<file path="config.mk">
export PLATFORM = sky130hd
export DESIGN_NAME = ble_att_notification_packer
export DESIGN_NICKNAME = d
export VERILOG_FILES = /design/src/rtl/core/attnp_pkg.sv /design/src/rtl/core/attnp_front.sv /design/src/rtl/core/attnp_byte_q.sv /design/src/rtl/core/attnp_back.sv /design/src/rtl/core/ble_att_notification_packer.sv
export SDC_FILE = /design/constraint.sdc
export NUM_CORES = 2
export LEC_CHECK = 0
export BUFFER_PORTS_ARGS = -buffer_cell sky130_fd_sc_hd__buf_2
export CORE_ASPECT_RATIO = 0.6
export CORE_UTILIZATION = 45
export CTS_CLUSTER_DIAMETER = 40
export DETAILED_ROUTE_END_ITERATION = 12
export PLACE_DENSITY = 0.59
export SYNTH_ARGS = -nofsm -noshare
export SYNTH_HDL_FRONTEND = slang
export SYNTH_SLANG_ARGS = --single-unit
</file>
<file path="constraint.sdc">
create_clock -name clk -period 24 [get_ports clk]
set_clock_uncertainty 0.2 [all_clocks]
set_input_delay 4.8 -clock clk [delete_from_list [all_inputs] [get_ports clk]]
set_output_delay 4.8 -clock clk [all_outputs]
set_load 0.01 [all_outputs]
</file>
<file path="src/rtl/core/attnp_pkg.sv">
`default_nettype none
package attnp_pkg;

  // buffer geometry
  localparam int MAX_PDU = 256;
  localparam int BUF_AW  = $clog2(MAX_PDU);

  // MTU clamp limits
  localparam logic [8:0] MTU_MIN = 9'd23;
  localparam logic [8:0] MTU_MAX = 9'(MAX_PDU);

  // item kinds
  localparam logic [1:0] KIND_HDR = 2'd0;
  localparam logic [1:0] KIND_VAL = 2'd1;
  localparam logic [1:0] KIND_END = 2'd2;

  // tuple modes
  localparam logic [1:0] MODE_IDLE   = 2'd0;
  localparam logic [1:0] MODE_PACKED = 2'd1;
  localparam logic [1:0] MODE_DIRECT = 2'd2;

  // ATT opcodes
  localparam logic [7:0] OP_NTF   = 8'h1B;
  localparam logic [7:0] OP_MULTI = 8'h23;

  // configuration register indexes
  localparam logic CFG_MTU   = 1'b0;
  localparam logic CFG_MULTI = 1'b1;

  // one PDU byte on its way to the word packer
  typedef struct packed {
    logic [7:0] data;
    logic       last;
  } byte_beat_t;

  // one finished result word
  typedef struct packed {
    logic [63:0] pdu_word;
    logic [3:0]  valid_bytes;
    logic        pdu_end;
  } out_word_t;

endpackage
`default_nettype wire

</file>
<file path="src/rtl/core/attnp_front.sv">
`default_nettype none
module attnp_front (
  input  wire logic                   clk,
  input  wire logic                   rst_n,
  input  wire logic                   in_push,
  output logic                        in_full,
  input  wire logic [1:0]             in_kind,
  input  wire logic [15:0]            in_handle,
  input  wire logic [9:0]             in_length,
  input  wire logic [7:0]             in_value_byte,
  input  wire logic [8:0]             mtu,
  input  wire logic                   multi_enabled,
  output logic                        bq_push,
  output attnp_pkg::byte_beat_t       bq_beat,
  input  wire logic                   bq_full
);
  import attnp_pkg::*;

  localparam logic [3:0] S_IDLE    = 4'd0;
  localparam logic [3:0] S_FINISH  = 4'd1;
  localparam logic [3:0] S_DECIDE  = 4'd2;
  localparam logic [3:0] S_FLUSH   = 4'd3;
  localparam logic [3:0] S_FL_RD   = 4'd4;
  localparam logic [3:0] S_FL_PUSH = 4'd5;
  localparam logic [3:0] S_HDR_D   = 4'd6;
  localparam logic [3:0] S_HDR_P   = 4'd7;
  localparam logic [3:0] S_VALUE   = 4'd8;

  logic [3:0]  state_r, state_nxt;
  logic [3:0]  ret_r, ret_nxt;
  logic [1:0]  kind_r, kind_nxt;
  logic [15:0] handle_r, handle_nxt;
  logic [9:0]  len_r, len_nxt;
  logic [7:0]  vb_r, vb_nxt;
  logic [8:0]  fill_r, fill_nxt;
  logic [6:0]  tuples_r, tuples_nxt;
  logic [9:0]  left_r, left_nxt;
  logic [8:0]  kept_r, kept_nxt;
  logic [1:0]  mode_r, mode_nxt;
  logic [8:0]  idx_r, idx_nxt;
  logic [1:0]  cnt_r, cnt_nxt;

  logic [7:0]  mem [MAX_PDU];
  logic [7:0]  rd_data_r;
  logic        mem_we, mem_re;
  logic [BUF_AW-1:0] mem_waddr;
  logic [7:0]  mem_wdata;

  logic [8:0]  m_eff;
  logic [8:0]  m_room;
  logic        single;
  logic        fl_last;
  logic [8:0]  hdr_addr;

  // effective MTU
  always_comb begin
    if (mtu < MTU_MIN) m_eff = MTU_MIN;
    else if (mtu > MTU_MAX) m_eff = MTU_MAX;
    else m_eff = mtu;
  end
  assign m_room = m_eff - 9'd3;

  // flush read sequence: single tuple skips the length field
  assign single  = (tuples_r == 7'd1);
  assign fl_last = single ? ((idx_r == 9'd2 && fill_r <= 9'd5) ||
                             (idx_r > 9'd2 && idx_r == fill_r - 9'd1))
                          : (idx_r == fill_r - 9'd1);
  assign hdr_addr = fill_r + {7'd0, cnt_r};

  assign in_full = (state_r != S_IDLE);

  always_comb begin
    state_nxt  = state_r;
    ret_nxt    = ret_r;
    kind_nxt   = kind_r;
    handle_nxt = handle_r;
    len_nxt    = len_r;
    vb_nxt     = vb_r;
    fill_nxt   = fill_r;
    tuples_nxt = tuples_r;
    left_nxt   = left_r;
    kept_nxt   = kept_r;
    mode_nxt   = mode_r;
    idx_nxt    = idx_r;
    cnt_nxt    = cnt_r;
    bq_push    = 1'b0;
    bq_beat    = '0;
    mem_we     = 1'b0;
    mem_re     = 1'b0;
    mem_waddr  = fill_r[BUF_AW-1:0];
    mem_wdata  = 8'd0;
    case (state_r)
      S_IDLE: begin
        if (in_push) begin
          kind_nxt   = in_kind;
          handle_nxt = in_handle;
          len_nxt    = in_length;
          vb_nxt     = in_value_byte;
          if (in_kind == KIND_HDR || in_kind == KIND_END) state_nxt = S_FINISH;
          else if (in_kind == KIND_VAL) state_nxt = S_VALUE;
        end
      end
      // zero-fill any bytes still owed by the open tuple
      S_FINISH: begin
        if (left_r == 10'd0) begin
          mode_nxt = MODE_IDLE;
          if (kind_r == KIND_END) begin
            ret_nxt   = S_IDLE;
            state_nxt = S_FLUSH;
          end else begin
            state_nxt = S_DECIDE;
          end
        end else if (mode_r == MODE_PACKED) begin
          mem_we   = 1'b1;
          fill_nxt = fill_r + 9'd1;
          left_nxt = left_r - 10'd1;
        end else if (mode_r == MODE_DIRECT && kept_r != 9'd0) begin
          if (!bq_full) begin
            bq_push       = 1'b1;
            bq_beat.last  = (kept_r == 9'd1);
            kept_nxt      = kept_r - 9'd1;
            left_nxt      = left_r - 10'd1;
          end
        end else begin
          left_nxt = 10'd0;
        end
      end
      // pick plain or packed for the new tuple
      S_DECIDE: begin
        cnt_nxt  = 2'd0;
        left_nxt = len_r;
        if (!multi_enabled || ({1'b0, len_r} + 11'd5) > {2'b0, m_eff}) begin
          kept_nxt  = ({1'b0, len_r} < {2'b0, m_room}) ? len_r[8:0] : m_room;
          mode_nxt  = (len_r != 10'd0) ? MODE_DIRECT : MODE_IDLE;
          ret_nxt   = S_HDR_D;
          state_nxt = S_FLUSH;
        end else begin
          kept_nxt = 9'd0;
          mode_nxt = (len_r != 10'd0) ? MODE_PACKED : MODE_IDLE;
          ret_nxt  = S_HDR_P;
          if (({2'b0, fill_r} + 11'd4 + {1'b0, len_r}) > {2'b0, m_eff})
            state_nxt = S_FLUSH;
          else
            state_nxt = S_HDR_P;
        end
      end
      S_FLUSH: begin
        if (tuples_r == 7'd0) begin
          fill_nxt  = 9'd1;
          state_nxt = ret_r;
        end else if (!bq_full) begin
          bq_push      = 1'b1;
          bq_beat.data = single ? OP_NTF : OP_MULTI;
          idx_nxt      = 9'd1;
          state_nxt    = S_FL_RD;
        end
      end
      S_FL_RD: begin
        mem_re    = 1'b1;
        state_nxt = S_FL_PUSH;
      end
      S_FL_PUSH: begin
        if (!bq_full) begin
          bq_push      = 1'b1;
          bq_beat.data = rd_data_r;
          bq_beat.last = fl_last;
          if (fl_last) begin
            fill_nxt   = 9'd1;
            tuples_nxt = 7'd0;
            state_nxt  = ret_r;
          end else begin
            idx_nxt   = (single && idx_r == 9'd2) ? 9'd5 : idx_r + 9'd1;
            state_nxt = S_FL_RD;
          end
        end
      end
      // plain notification head: opcode, handle
      S_HDR_D: begin
        if (!bq_full) begin
          bq_push = 1'b1;
          case (cnt_r)
            2'd0:    bq_beat.data = OP_NTF;
            2'd1:    bq_beat.data = handle_r[7:0];
            default: bq_beat.data = handle_r[15:8];
          endcase
          bq_beat.last = (cnt_r == 2'd2) && (kept_r == 9'd0);
          cnt_nxt      = cnt_r + 2'd1;
          if (cnt_r == 2'd2) state_nxt = S_IDLE;
        end
      end
      // packed tuple head: handle, length
      S_HDR_P: begin
        mem_we    = 1'b1;
        mem_waddr = hdr_addr[BUF_AW-1:0];
        case (cnt_r)
          2'd0:    mem_wdata = handle_r[7:0];
          2'd1:    mem_wdata = handle_r[15:8];
          2'd2:    mem_wdata = len_r[7:0];
          default: mem_wdata = {6'd0, len_r[9:8]};
        endcase
        cnt_nxt = cnt_r + 2'd1;
        if (cnt_r == 2'd3) begin
          fill_nxt   = fill_r + 9'd4;
          tuples_nxt = tuples_r + 7'd1;
          state_nxt  = S_IDLE;
        end
      end
      S_VALUE: begin
        if (left_r == 10'd0) begin
          state_nxt = S_IDLE;
        end else if (mode_r == MODE_PACKED) begin
          mem_we    = 1'b1;
          mem_wdata = vb_r;
          fill_nxt  = fill_r + 9'd1;
          left_nxt  = left_r - 10'd1;
          if (left_r == 10'd1) mode_nxt = MODE_IDLE;
          state_nxt = S_IDLE;
        end else if (mode_r == MODE_DIRECT && kept_r != 9'd0) begin
          if (!bq_full) begin
            bq_push      = 1'b1;
            bq_beat.data = vb_r;
            bq_beat.last = (kept_r == 9'd1);
            kept_nxt     = kept_r - 9'd1;
            left_nxt     = left_r - 10'd1;
            if (left_r == 10'd1) mode_nxt = MODE_IDLE;
            state_nxt    = S_IDLE;
          end
        end else begin
          left_nxt = left_r - 10'd1;
          if (left_r == 10'd1) mode_nxt = MODE_IDLE;
          state_nxt = S_IDLE;
        end
      end
      default: state_nxt = S_IDLE;
    endcase
  end

  // control state
  always_ff @(posedge clk) begin
    if (!rst_n) begin
      state_r  <= S_IDLE;
      ret_r    <= S_IDLE;
      fill_r   <= 9'd1;
      tuples_r <= 7'd0;
      left_r   <= 10'd0;
      kept_r   <= 9'd0;
      mode_r   <= MODE_IDLE;
      idx_r    <= 9'd0;
      cnt_r    <= 2'd0;
    end else begin
      state_r  <= state_nxt;
      ret_r    <= ret_nxt;
      fill_r   <= fill_nxt;
      tuples_r <= tuples_nxt;
      left_r   <= left_nxt;
      kept_r   <= kept_nxt;
      mode_r   <= mode_nxt;
      idx_r    <= idx_nxt;
      cnt_r    <= cnt_nxt;
    end
  end

  // latched item
  always_ff @(posedge clk) begin
    kind_r   <= kind_nxt;
    handle_r <= handle_nxt;
    len_r    <= len_nxt;
    vb_r     <= vb_nxt;
  end

  // PDU buffer
  always_ff @(posedge clk) begin
    if (mem_we) mem[mem_waddr] <= mem_wdata;
    if (mem_re) rd_data_r <= mem[idx_r[BUF_AW-1:0]];
  end

endmodule
`default_nettype wire

</file>
<file path="src/rtl/core/attnp_byte_q.sv">
`default_nettype none
module attnp_byte_q (
  input  wire logic                   clk,
  input  wire logic                   rst_n,
  input  wire logic                   push,
  input  wire attnp_pkg::byte_beat_t  push_beat,
  output logic                        full,
  input  wire logic                   pop,
  output attnp_pkg::byte_beat_t       head_beat,
  output logic                        empty
);
  import attnp_pkg::*;

  byte_beat_t  slot_r [4];
  logic [1:0]  wr_r, wr_nxt;
  logic [1:0]  rd_r, rd_nxt;
  logic [2:0]  cnt_r, cnt_nxt;
  logic        do_push, do_pop;

  assign full      = (cnt_r == 3'd4);
  assign empty     = (cnt_r == 3'd0);
  assign head_beat = slot_r[rd_r];
  assign do_push   = push && !full;
  assign do_pop    = pop && !empty;

  // pointer update
  always_comb begin
    wr_nxt  = do_push ? wr_r + 2'd1 : wr_r;
    rd_nxt  = do_pop ? rd_r + 2'd1 : rd_r;
    cnt_nxt = cnt_r + {2'd0, do_push} - {2'd0, do_pop};
  end

  always_ff @(posedge clk) begin
    if (!rst_n) begin
      wr_r  <= 2'd0;
      rd_r  <= 2'd0;
      cnt_r <= 3'd0;
    end else begin
      wr_r  <= wr_nxt;
      rd_r  <= rd_nxt;
      cnt_r <= cnt_nxt;
    end
  end

  always_ff @(posedge clk) begin
    if (do_push) slot_r[wr_r] <= push_beat;
  end

endmodule
`default_nettype wire

</file>
<file path="src/rtl/core/attnp_back.sv">
`default_nettype none
module attnp_back (
  input  wire logic                   clk,
  input  wire logic                   rst_n,
  input  wire logic                   bq_empty,
  input  wire attnp_pkg::byte_beat_t  bq_beat,
  output logic                        bq_pop,
  output logic                        out_empty,
  input  wire logic                   out_pop,
  output logic [63:0]                 out_pdu_word,
  output logic [3:0]                  out_valid_bytes,
  output logic                        out_pdu_end
);
  import attnp_pkg::*;

  logic [63:0] stg_r, stg_nxt;
  logic [2:0]  nb_r, nb_nxt;
  out_word_t   ofifo_r [2];
  logic        owr_r, ord_r;
  logic [1:0]  ocnt_r;
  logic [63:0] merged;
  logic        emit;
  out_word_t   new_word;
  logic        do_opop;

  // take a byte only when a finished word would have a slot
  assign bq_pop   = !bq_empty && (ocnt_r != 2'd2);
  assign merged   = stg_r | ({56'd0, bq_beat.data} << {nb_r, 3'b000});
  assign emit     = bq_pop && (bq_beat.last || nb_r == 3'd7);
  assign do_opop  = out_pop && !out_empty;

  always_comb begin
    new_word.pdu_word    = merged;
    new_word.valid_bytes = {1'b0, nb_r} + 4'd1;
    new_word.pdu_end     = bq_beat.last;
    stg_nxt = stg_r;
    nb_nxt  = nb_r;
    if (emit) begin
      stg_nxt = 64'd0;
      nb_nxt  = 3'd0;
    end else if (bq_pop) begin
      stg_nxt = merged;
      nb_nxt  = nb_r + 3'd1;
    end
  end

  assign out_empty       = (ocnt_r == 2'd0);
  assign out_pdu_word    = ofifo_r[ord_r].pdu_word;
  assign out_valid_bytes = ofifo_r[ord_r].valid_bytes;
  assign out_pdu_end     = ofifo_r[ord_r].pdu_end;

  always_ff @(posedge clk) begin
    if (!rst_n) begin
      stg_r  <= 64'd0;
      nb_r   <= 3'd0;
      owr_r  <= 1'b0;
      ord_r  <= 1'b0;
      ocnt_r <= 2'd0;
    end else begin
      stg_r  <= stg_nxt;
      nb_r   <= nb_nxt;
      if (emit) owr_r <= ~owr_r;
      if (do_opop) ord_r <= ~ord_r;
      ocnt_r <= ocnt_r + {1'b0, emit} - {1'b0, do_opop};
    end
  end

  // result word queue
  always_ff @(posedge clk) begin
    if (emit) ofifo_r[owr_r] <= new_word;
  end

endmodule
`default_nettype wire

</file>
<file path="src/rtl/core/ble_att_notification_packer.sv">
// Packs (handle, length, value bytes) tuples into ATT notification PDUs and
// returns them as 8-byte little-endian words. One item is taken at a time;
// a packed head writes four buffer bytes and a plain head pushes three, a
// header that closes a tuple first zero-fills the bytes still owed, and a
// flush of a packed PDU reads the 256-byte buffer back byte by byte, each
// read followed by a push, and holds the input off all the while. The word
// packer and a two-word result queue run behind a four-byte queue, so a
// stalled consumer only stops the front once those fill.
`default_nettype none
module ble_att_notification_packer (
  input  wire logic        clk,
  input  wire logic        rst_n,
  input  wire logic        cfg_we,
  input  wire logic        cfg_index,
  input  wire logic [8:0]  cfg_data,
  input  wire logic        in_push,
  output logic             in_full,
  input  wire logic [1:0]  in_kind,
  input  wire logic [15:0] in_handle,
  input  wire logic [9:0]  in_length,
  input  wire logic [7:0]  in_value_byte,
  output logic             out_empty,
  input  wire logic        out_pop,
  output logic [63:0]      out_pdu_word,
  output logic [3:0]       out_valid_bytes,
  output logic             out_pdu_end
);
  import attnp_pkg::*;

  logic [8:0]  mtu_r;
  logic        multi_r;
  logic        bq_push, bq_full, bq_pop, bq_empty;
  byte_beat_t  bq_in, bq_head;

  // configuration registers
  always_ff @(posedge clk) begin
    if (!rst_n) begin
      mtu_r   <= MTU_MIN;
      multi_r <= 1'b0;
    end else if (cfg_we) begin
      if (cfg_index == CFG_MTU) mtu_r <= cfg_data;
      if (cfg_index == CFG_MULTI) multi_r <= cfg_data[0];
    end
  end

  attnp_front u_front (
    .clk           (clk),
    .rst_n         (rst_n),
    .in_push       (in_push),
    .in_full       (in_full),
    .in_kind       (in_kind),
    .in_handle     (in_handle),
    .in_length     (in_length),
    .in_value_byte (in_value_byte),
    .mtu           (mtu_r),
    .multi_enabled (multi_r),
    .bq_push       (bq_push),
    .bq_beat       (bq_in),
    .bq_full       (bq_full)
  );

  attnp_byte_q u_byte_q (
    .clk       (clk),
    .rst_n     (rst_n),
    .push      (bq_push),
    .push_beat (bq_in),
    .full      (bq_full),
    .pop       (bq_pop),
    .head_beat (bq_head),
    .empty     (bq_empty)
  );

  attnp_back u_back (
    .clk             (clk),
    .rst_n           (rst_n),
    .bq_empty        (bq_empty),
    .bq_beat         (bq_head),
    .bq_pop          (bq_pop),
    .out_empty       (out_empty),
    .out_pop         (out_pop),
    .out_pdu_word    (out_pdu_word),
    .out_valid_bytes (out_valid_bytes),
    .out_pdu_end     (out_pdu_end)
  );

  // an accepted item of a used kind always blocks the next beat
  a_busy_after_accept: assert property (@(posedge clk) disable iff (!rst_n)
    in_push && !in_full &&
    (in_kind == KIND_HDR || in_kind == KIND_VAL || in_kind == KIND_END) |=> in_full)
    else $error("input not held off after accept");

  // only the closing word of a PDU may be short
  a_full_words: assert property (@(posedge clk) disable iff (!rst_n)
    !out_empty && !out_pdu_end |-> out_valid_bytes == 4'd8)
    else $error("short word inside a PDU");

  // a word carries one to eight bytes
  a_count_range: assert property (@(posedge clk) disable iff (!rst_n)
    !out_empty |-> out_valid_bytes != 4'd0 && out_valid_bytes <= 4'd8)
    else $error("bad byte count");

  // the packer never takes a byte the queue does not hold
  a_no_underflow: assert property (@(posedge clk) disable iff (!rst_n)
    bq_pop |-> !bq_empty)
    else $error("byte queue underflow");

endmodule
`default_nettype wire
</file>
Yosys cells after proc, flatten, opt, wreduce, memory -nomap -nowiden
Memories as Yosys holds them, arrays and structs flattened. A register that Yosys moved wholly into a read port is not among the register bits.
Index checks and enable logic that the tools add are counted.
{"block": "totals", "regBits": 180, "ram_bits": 2222, "input_bits": 51, "output_inout_bits": 71, "elab_cells": 269, "n_memories": 3}
{"block": "classes", "n_addsub": 21, "n_lt_le_gt_ge": 7, "eq_ne": 47, "shifts": 1, "n_mux": 111, "n_bitwise": 5, "n_reduce_logical": 51}
{"name": "u_front.mem", "words": 256, "width": 8, "rd": 1, "rd_ports_with_merged_regs": 1, "wr": 1, "line_no": "attnp_front.sv:43", "text": "logic [7:0] mem [MAX_PDU];"}
{"name": "u_back.ofifo_r", "words": 2, "width": 69, "rd": 1, "rd_ports_with_merged_regs": 1, "wr": 1, "line_no": "attnp_back.sv:18", "text": "out_word_t ofifo_r [2];"}
{"name": "u_byte_q.slot_r", "words": 4, "width": 9, "rd": 1, "rd_ports_with_merged_regs": 1, "wr": 1, "line_no": "attnp_byte_q.sv:14", "text": "byte_beat_t slot_r [4];"}
{"operator": "$mux W9", "count": 25}
{"operator": "$mux W4", "count": 18}
{"operator": "$mux W10", "count": 7}
{"operator": "$or A64 B64 Y64", "count": 1}
{"operator": "$shl A8 B6 Y64", "count": 1}
{"operator": "$mux W8", "count": 5}
{"operator": "$pmux W4 S9", "count": 1}
{"operator": "$pmux W9 S2", "count": 2}
{"operator": "$pmux W9 S4", "count": 1}
{"operator": "$pmux W8 S2", "count": 2}
{"operator": "$pmux W8 S4", "count": 1}
{"operator": "$pmux W10 S3", "count": 1}
{"operator": "$mux W1", "count": 24}
{"operator": "$ne A2 B2 Y1 const B", "count": 12}
{"operator": "$pmux W8 S3", "count": 1}
{"operator": "$gt A11 B9 Y1", "count": 2}
{"operator": "$mux W2", "count": 11}
{"operator": "$mux W7", "count": 3}
{"operator": "$add A9 B1 Y9 const B", "count": 2}
{"operator": "$sub A9 B1 Y9 const B", "count": 2}
{"operator": "$eq A4 B3 Y1 const B", "count": 4}
{"operator": "$ne A2 B1 Y1 const B", "count": 8}
{"operator": "$pmux W7 S2", "count": 1}
{"operator": "$pmux W2 S3", "count": 2}
{"operator": "other kinds (63)", "count": 106}

Depth between registers and ports, before layout
{"block": "depth", "depth_word": 9, "mapped_depth": 19, "ltp_nobuf": 17}

Cells and area by module
From an unflattened synthesis, not the netlist that was laid out.
{"block": "unflattened", "hier_cells": 5379, "area_unflattened_um2": 96875.4}
{"module": "attnp_front", "n_inst": 1, "cells_per_inst": 4656, "area_per_inst_um2": 86531.7, "seq_area_each_um2": 63901.3}
{"module": "attnp_back", "n_inst": 1, "cells_per_inst": 580, "area_per_inst_um2": 8135.3, "seq_area_each_um2": 5585.4}
{"module": "attnp_byte_q", "n_inst": 1, "cells_per_inst": 98, "area_per_inst_um2": 1786.7, "seq_area_each_um2": 1261.2}
{"module": "ble_att_notification_packer", "n_inst": 1, "cells_per_inst": 45, "area_per_inst_um2": 421.7, "seq_area_each_um2": 200.2}

Worst setup path after synthesis
Ideal clock, no wire load.
{"block": "synth_path", "path_type": "register to register", "startpoint": "reg u_front.cnt_r[1]", "endpoint": "mem u_front.mem[0][2] (data pin)", "setup_time_ns": 1.585, "t_arrival_ns": 8.261, "t_required_ns": 22.215, "path_slack_ns": 13.954, "path_stages_with_launch": 7, "path_buffers": 2, "period_less_slack_ns": 10.046, "path_cell_list": "dfxtp_1 inv_1 ha_1 clkbuf_1 clkbuf_1 a222oi_1 o22ai_1"}
{"block": "synth_via", "elab_chain_cells": 3, "elab_cells_between_ends": 5, "cone_classes": "eq/ne (2); mux (2); reduce/logical (1)"}
{"item": "start: declaration", "line_no": "attnp_front.sv:41", "text": "logic [1:0] cnt_r, cnt_nxt;"}
{"item": "start signal: assignment", "line_no": "attnp_front.sv:259", "text": "cnt_r <= cnt_nxt;"}
{"item": "$eq A2 B2 Y1 (tied with other cells)", "line_no": "attnp_front.sv:195", "text": "case (cnt_r)"}
{"item": "$pmux W8 S3 (*)", "line_no": "attnp_front.sv:195"}
{"item": "$pmux W8 S2 (*)", "line_no": "attnp_front.sv:92", "text": "case (state_r)"}
{"item": "via u_front.mem_wdata[2]", "line_no": "attnp_front.sv:47", "text": "logic [7:0] mem_wdata;"}
{"item": "end: declaration", "line_no": "attnp_front.sv:43"}
The timed path passes the listed nets; every way through them passes the cells marked *.

==> results.txt <==
- Die outline height: 361.4 um
- Count of warnings emitted by yosys: 0
* Violated checks: slew limit
- Fraction of synthesized cell area taken by the top area cell type: 0.7025
* Cells after Synth: 5,209
* Post-synthesis instance area: 96,860 sq um
- In this run the worst path has a maximum fanout of 69.
- The initial antenna violation count came to 18.
* Least setup slack across all paths after layout: 16.57 ns
- Number of unique standard cell types used by synthesis: 89
- Die footprint: 217,200 sq um
* Per-cell routed wire length: 31.67 um
* Post-CTS setup-driven buffer insertion count: 0
- Number of design rule violations left after detail routing: 0
* Worst hold path cell count: 2
- Dividing the detail-routed via count by the number of cells gives 6.232.
* R2r worst-path depth: 11
- The area growth from synthesis to layout is 11.22%.
- For this design the ratio of total power to cell area is 81.09 nW/um^2.
* Master cell of the clock root buffer: sky130_fd_sc_hd__clkbuf_16
- Across every metal layer, demand over resource in global routing totals 0.2429.
- The worst pin sits at a relative slew slack of -0.03316.
* Number of flops mapped to enable cells by yosys: 2,266
- XOR/XNOR Fraction of Synth Area: 0.005064
- Compound-cell area share of the yosys netlist: 0.04396
- The layout has 17,120 filler cells.
- The design draws 8.736 mW.
- The run finished, with violations left.
- The clock net in this run drives a total of 2,411 sinks.
- The routed layout has 52,410 vias.
- STA classifies the critical path endpoint as a primary output.
- Main synth FF type: sky130_fd_sc_hd__edfxtp_1
* Highest Clock Rate: 134.6 MHz
- Clock-pin slew was measured on the worst setup and hold paths at 0.06 ns.
* Remaining number of nets flagged by the antenna check after routing: 0
- Cell area reported after detailed placement: 100,700 sq um
- The number of failing hold endpoints at the final stage was 0.
- Number of instances resized during post-cts repair: 0
* Effective utilization at floorplan: 0.4542
- Routability cong.: 0.8616
- The total overflow left after global routing is 0.
- Register area share after synthesis: 0.7325
* Library cell occupying the most area in the post-synthesis netlist: sky130_fd_sc_hd__edfxtp_1
* Maximum number of buffers from clock root to sink: 4
* Largest net degree at the start of global routing: 229
- R2r endpoint: u_front.rd_data_r[5]
- Buffers inserted during clock tree synthesis total 221.
* Multiplexer area fraction after synthesis: 0.1489
* Post-synthesis net count: 5,337
* Detailed router's first-iteration violation count: 7,643
* Final Instance Area: 107,700 sq um
- Synth top area cells: sky130_fd_sc_hd__edfxtp_1 (70%), sky130_fd_sc_hd__mux4_2 (12%), sky130_fd_sc_hd__dfxtp_1 (3.0%)
- Total detailed-routing wirelength: 266,300 um
- Proportion of layout cells with a drive suffix above 1: 0.2216
* Max Transition Viols Final: 1
* First-pass GRT wire length: 378,000 um
- For the final routed database, the setup TNS stands at 0 ns.
- Final critical-path required period: 7.428 ns
- Post-Synth Adder-Cell Area: 0.01018
- HPWL reported at the end of detailed placement: 165,300 um
- Number of placement rows: 131
- Of the total synthesized cell area, the portion taken by AND, OR, NAND and NOR gates is 0.04194.
- The critical path is of the reg2out type.
- Pin placement for this block handled 122 I/O pins.
- Dpl ws: 17.27 ns
- Ratio of final minimum period to clock period: 0.3095
- Number of global-route vias before repair: 49,530
- Syn_area_per_cell: 18.60 sq um
- Maximum level of the CTS H-tree: 4
* First-pass iteration count of the detailed router: 6
* Hold worst-path end: multi_r
* Combinational family with the most area after synthesis: multiplexers
- Final standard cell count with taps included and fillers excluded: 8,410
* Worst EP required: 19.00 ns
- Clock tree from TritonCTS: done
- Hold repair after CTS inserted 0 buffers.
- The min-delay analysis places its worst path in the category reg2reg.
* # nets final: 5,503
- Across the run, the number of max-cap violations was 0.
- Element type at the critical path start: register
- In this run the critical register-to-register path is launched from u_front.idx_r[0].
- Data on the critical path arrives at its endpoint at 2.43 ns.
- Setup violations, final: 0
- Of all flip-flops after synthesis, the portion carrying an async set or reset was 0.
* P_leak: 27.70 nW
* Core Region: 213,200 sq um
- Number of buffers added on ports: 121
- HP Start: multi_r
- Pin slew with the least headroom to its limit: 1.550 ns
- Die width: 601.0 um
- Setup repair after global routing left no endpoint under its margin.
- The later pin in the worst-skew pair is clocked with a latency of 0.86 ns.
- Worst vdd ir: 0.06592 mV
- Total placed cells including tap cells: 8,011
* Total of flip-flops plus latches after synthesis: 2,411
* Worst-case register-to-register setup slack: 17.66 ns
cell type report:
cell class,count,area (sq um),share of cell area
inverter,47,176.4,0.001638
tap,2859,3577,0.03320
clock buffer,280,5864,0.05444
timing repair buffer,242,1589,0.01475
antenna,1,2.502,0.00002323
sequential,2411,70970,0.6588
clock inverter,118,1116,0.01036
multi-input combinational,2452,24440,0.2268
cells in the final DEF (no fill, tap or decap), types with 77 or more instances in the layout:
cell type	count
sky130_fd_sc_hd__nor2_1	480
sky130_fd_sc_hd__mux2_2	87
sky130_fd_sc_hd__a21o_1	77
sky130_fd_sc_hd__edfxtp_1	2266
sky130_fd_sc_hd__buf_2	121
sky130_fd_sc_hd__o21ai_0	153
sky130_fd_sc_hd__nand2_1	150
sky130_fd_sc_hd__dfxtp_1	137
sky130_fd_sc_hd__mux4_2	529
sky130_fd_sc_hd__mux2i_1	153
sky130_fd_sc_hd__clkbuf_16	223
sky130_fd_sc_hd__buf_4	115
sky130_fd_sc_hd__a21oi_1	128
sequential cells by signal (all words and copies together), names as in the netlist, 4 cells and up, named ones only:
signal,cells
mtu_r,9
u_back.ofifo_r,138
u_back.stg_r,64
u_byte_q.slot_r,36
u_front.fill_r,9
u_front.handle_r,16
u_front.idx_r,9
u_front.kept_r,9
u_front.left_r,10
u_front.len_r,10
u_front.mem,2048
u_front.rd_data_r,8
u_front.state_r,4
u_front.tuples_r,7
u_front.vb_r,8
through the flow:
stage / util / hold WS, ns
3_5_place_dp: 0.4725 / 0.2645
5_1_grt: 0.5052 / 0.2849
3_3_place_gp: 0.4725 / 0.2528
2_1_floorplan: - / 0.2327
6_report: 0.5052 / 0.2694
4_1_cts: 0.5052 / 0.2753
cells in the mapped netlist (all sizes together) (10+ instances only):
cell type  number
o221ai         19
o21ai         155
and2           16
nand2b         28
clkbuf        140
mux2           87
buf           159
xnor2          42
nor3           48
a22oi          26
a222oi         14
edfxtp       2266
nand4          12
mux4          529
nand3          40
nor2          485
a21o           77
nand2         163
xor2           14
mux2i         153
a221oi         29
a2111oi        11
ha             74
or3            21
nor4           17
o211ai         17
dfxtp         145
o22ai          39
and3           15
inv            45
a211oi         35
nor2b          32
nor3b          10
a31oi          15
a21oi         129
how the worst max path moves through the flow:
stage | from | to | slack [ns] | cells past startpoint
2_1_floorplan | u_front.cnt_r[1] | u_front.mem[0][2] | 13.95 | 6
3_3_place_gp | rst_n | u_front.state_r[1] | 17.34 | 6
3_5_place_dp | rst_n | u_front.state_r[0] | 17.27 | 6
4_1_cts | register | out_pdu_word[43] | 16.53 | 3
5_1_grt | register | out_pdu_word[43] | 16.43 | 3
6_report | register | out_pdu_word[43] | 16.57 | 3
power by group:
part           total [mW]  internal [mW]  switching (mW)  leakage (nW)
Combinational       0.568          0.192           0.376          6.91
Sequential           4.67           4.61          0.0534          17.4
Clock                3.50           1.93            1.57          3.40
Total                8.74           6.73            2.00          27.7
kinds of logic (layout without fill, tap and decap cells):
kind of cell,count (synthesis),in the layout
AOI/OAI and AO/OA,639,639
xor gates and xnor gates,56,56
adders and majority gates,77,77
buffers and inverters,346,687
DFF,2411,2411
muxes,769,769
other,0,1
and+or+nand+nor,911,911
worst max-delay path, cell delays in order (launching register included):
cell                      delay (ns)
sky130_fd_sc_hd__dfxtp_2        0.32
sky130_fd_sc_hd__buf_4          0.60
sky130_fd_sc_hd__mux2_2         0.42
sky130_fd_sc_hd__buf_2          0.14
layer usage:
layer	vias to the layer above	global-route usage	wire, um
li1	21430	-	-
met3	367	0.06801	31290
met4	28	0.04965	5110
met1	27780	0.3946	121900
met2	2809	0.3209	107800
met5	-	0	189
Note: power is estimated with default switching activity, not from simulation.
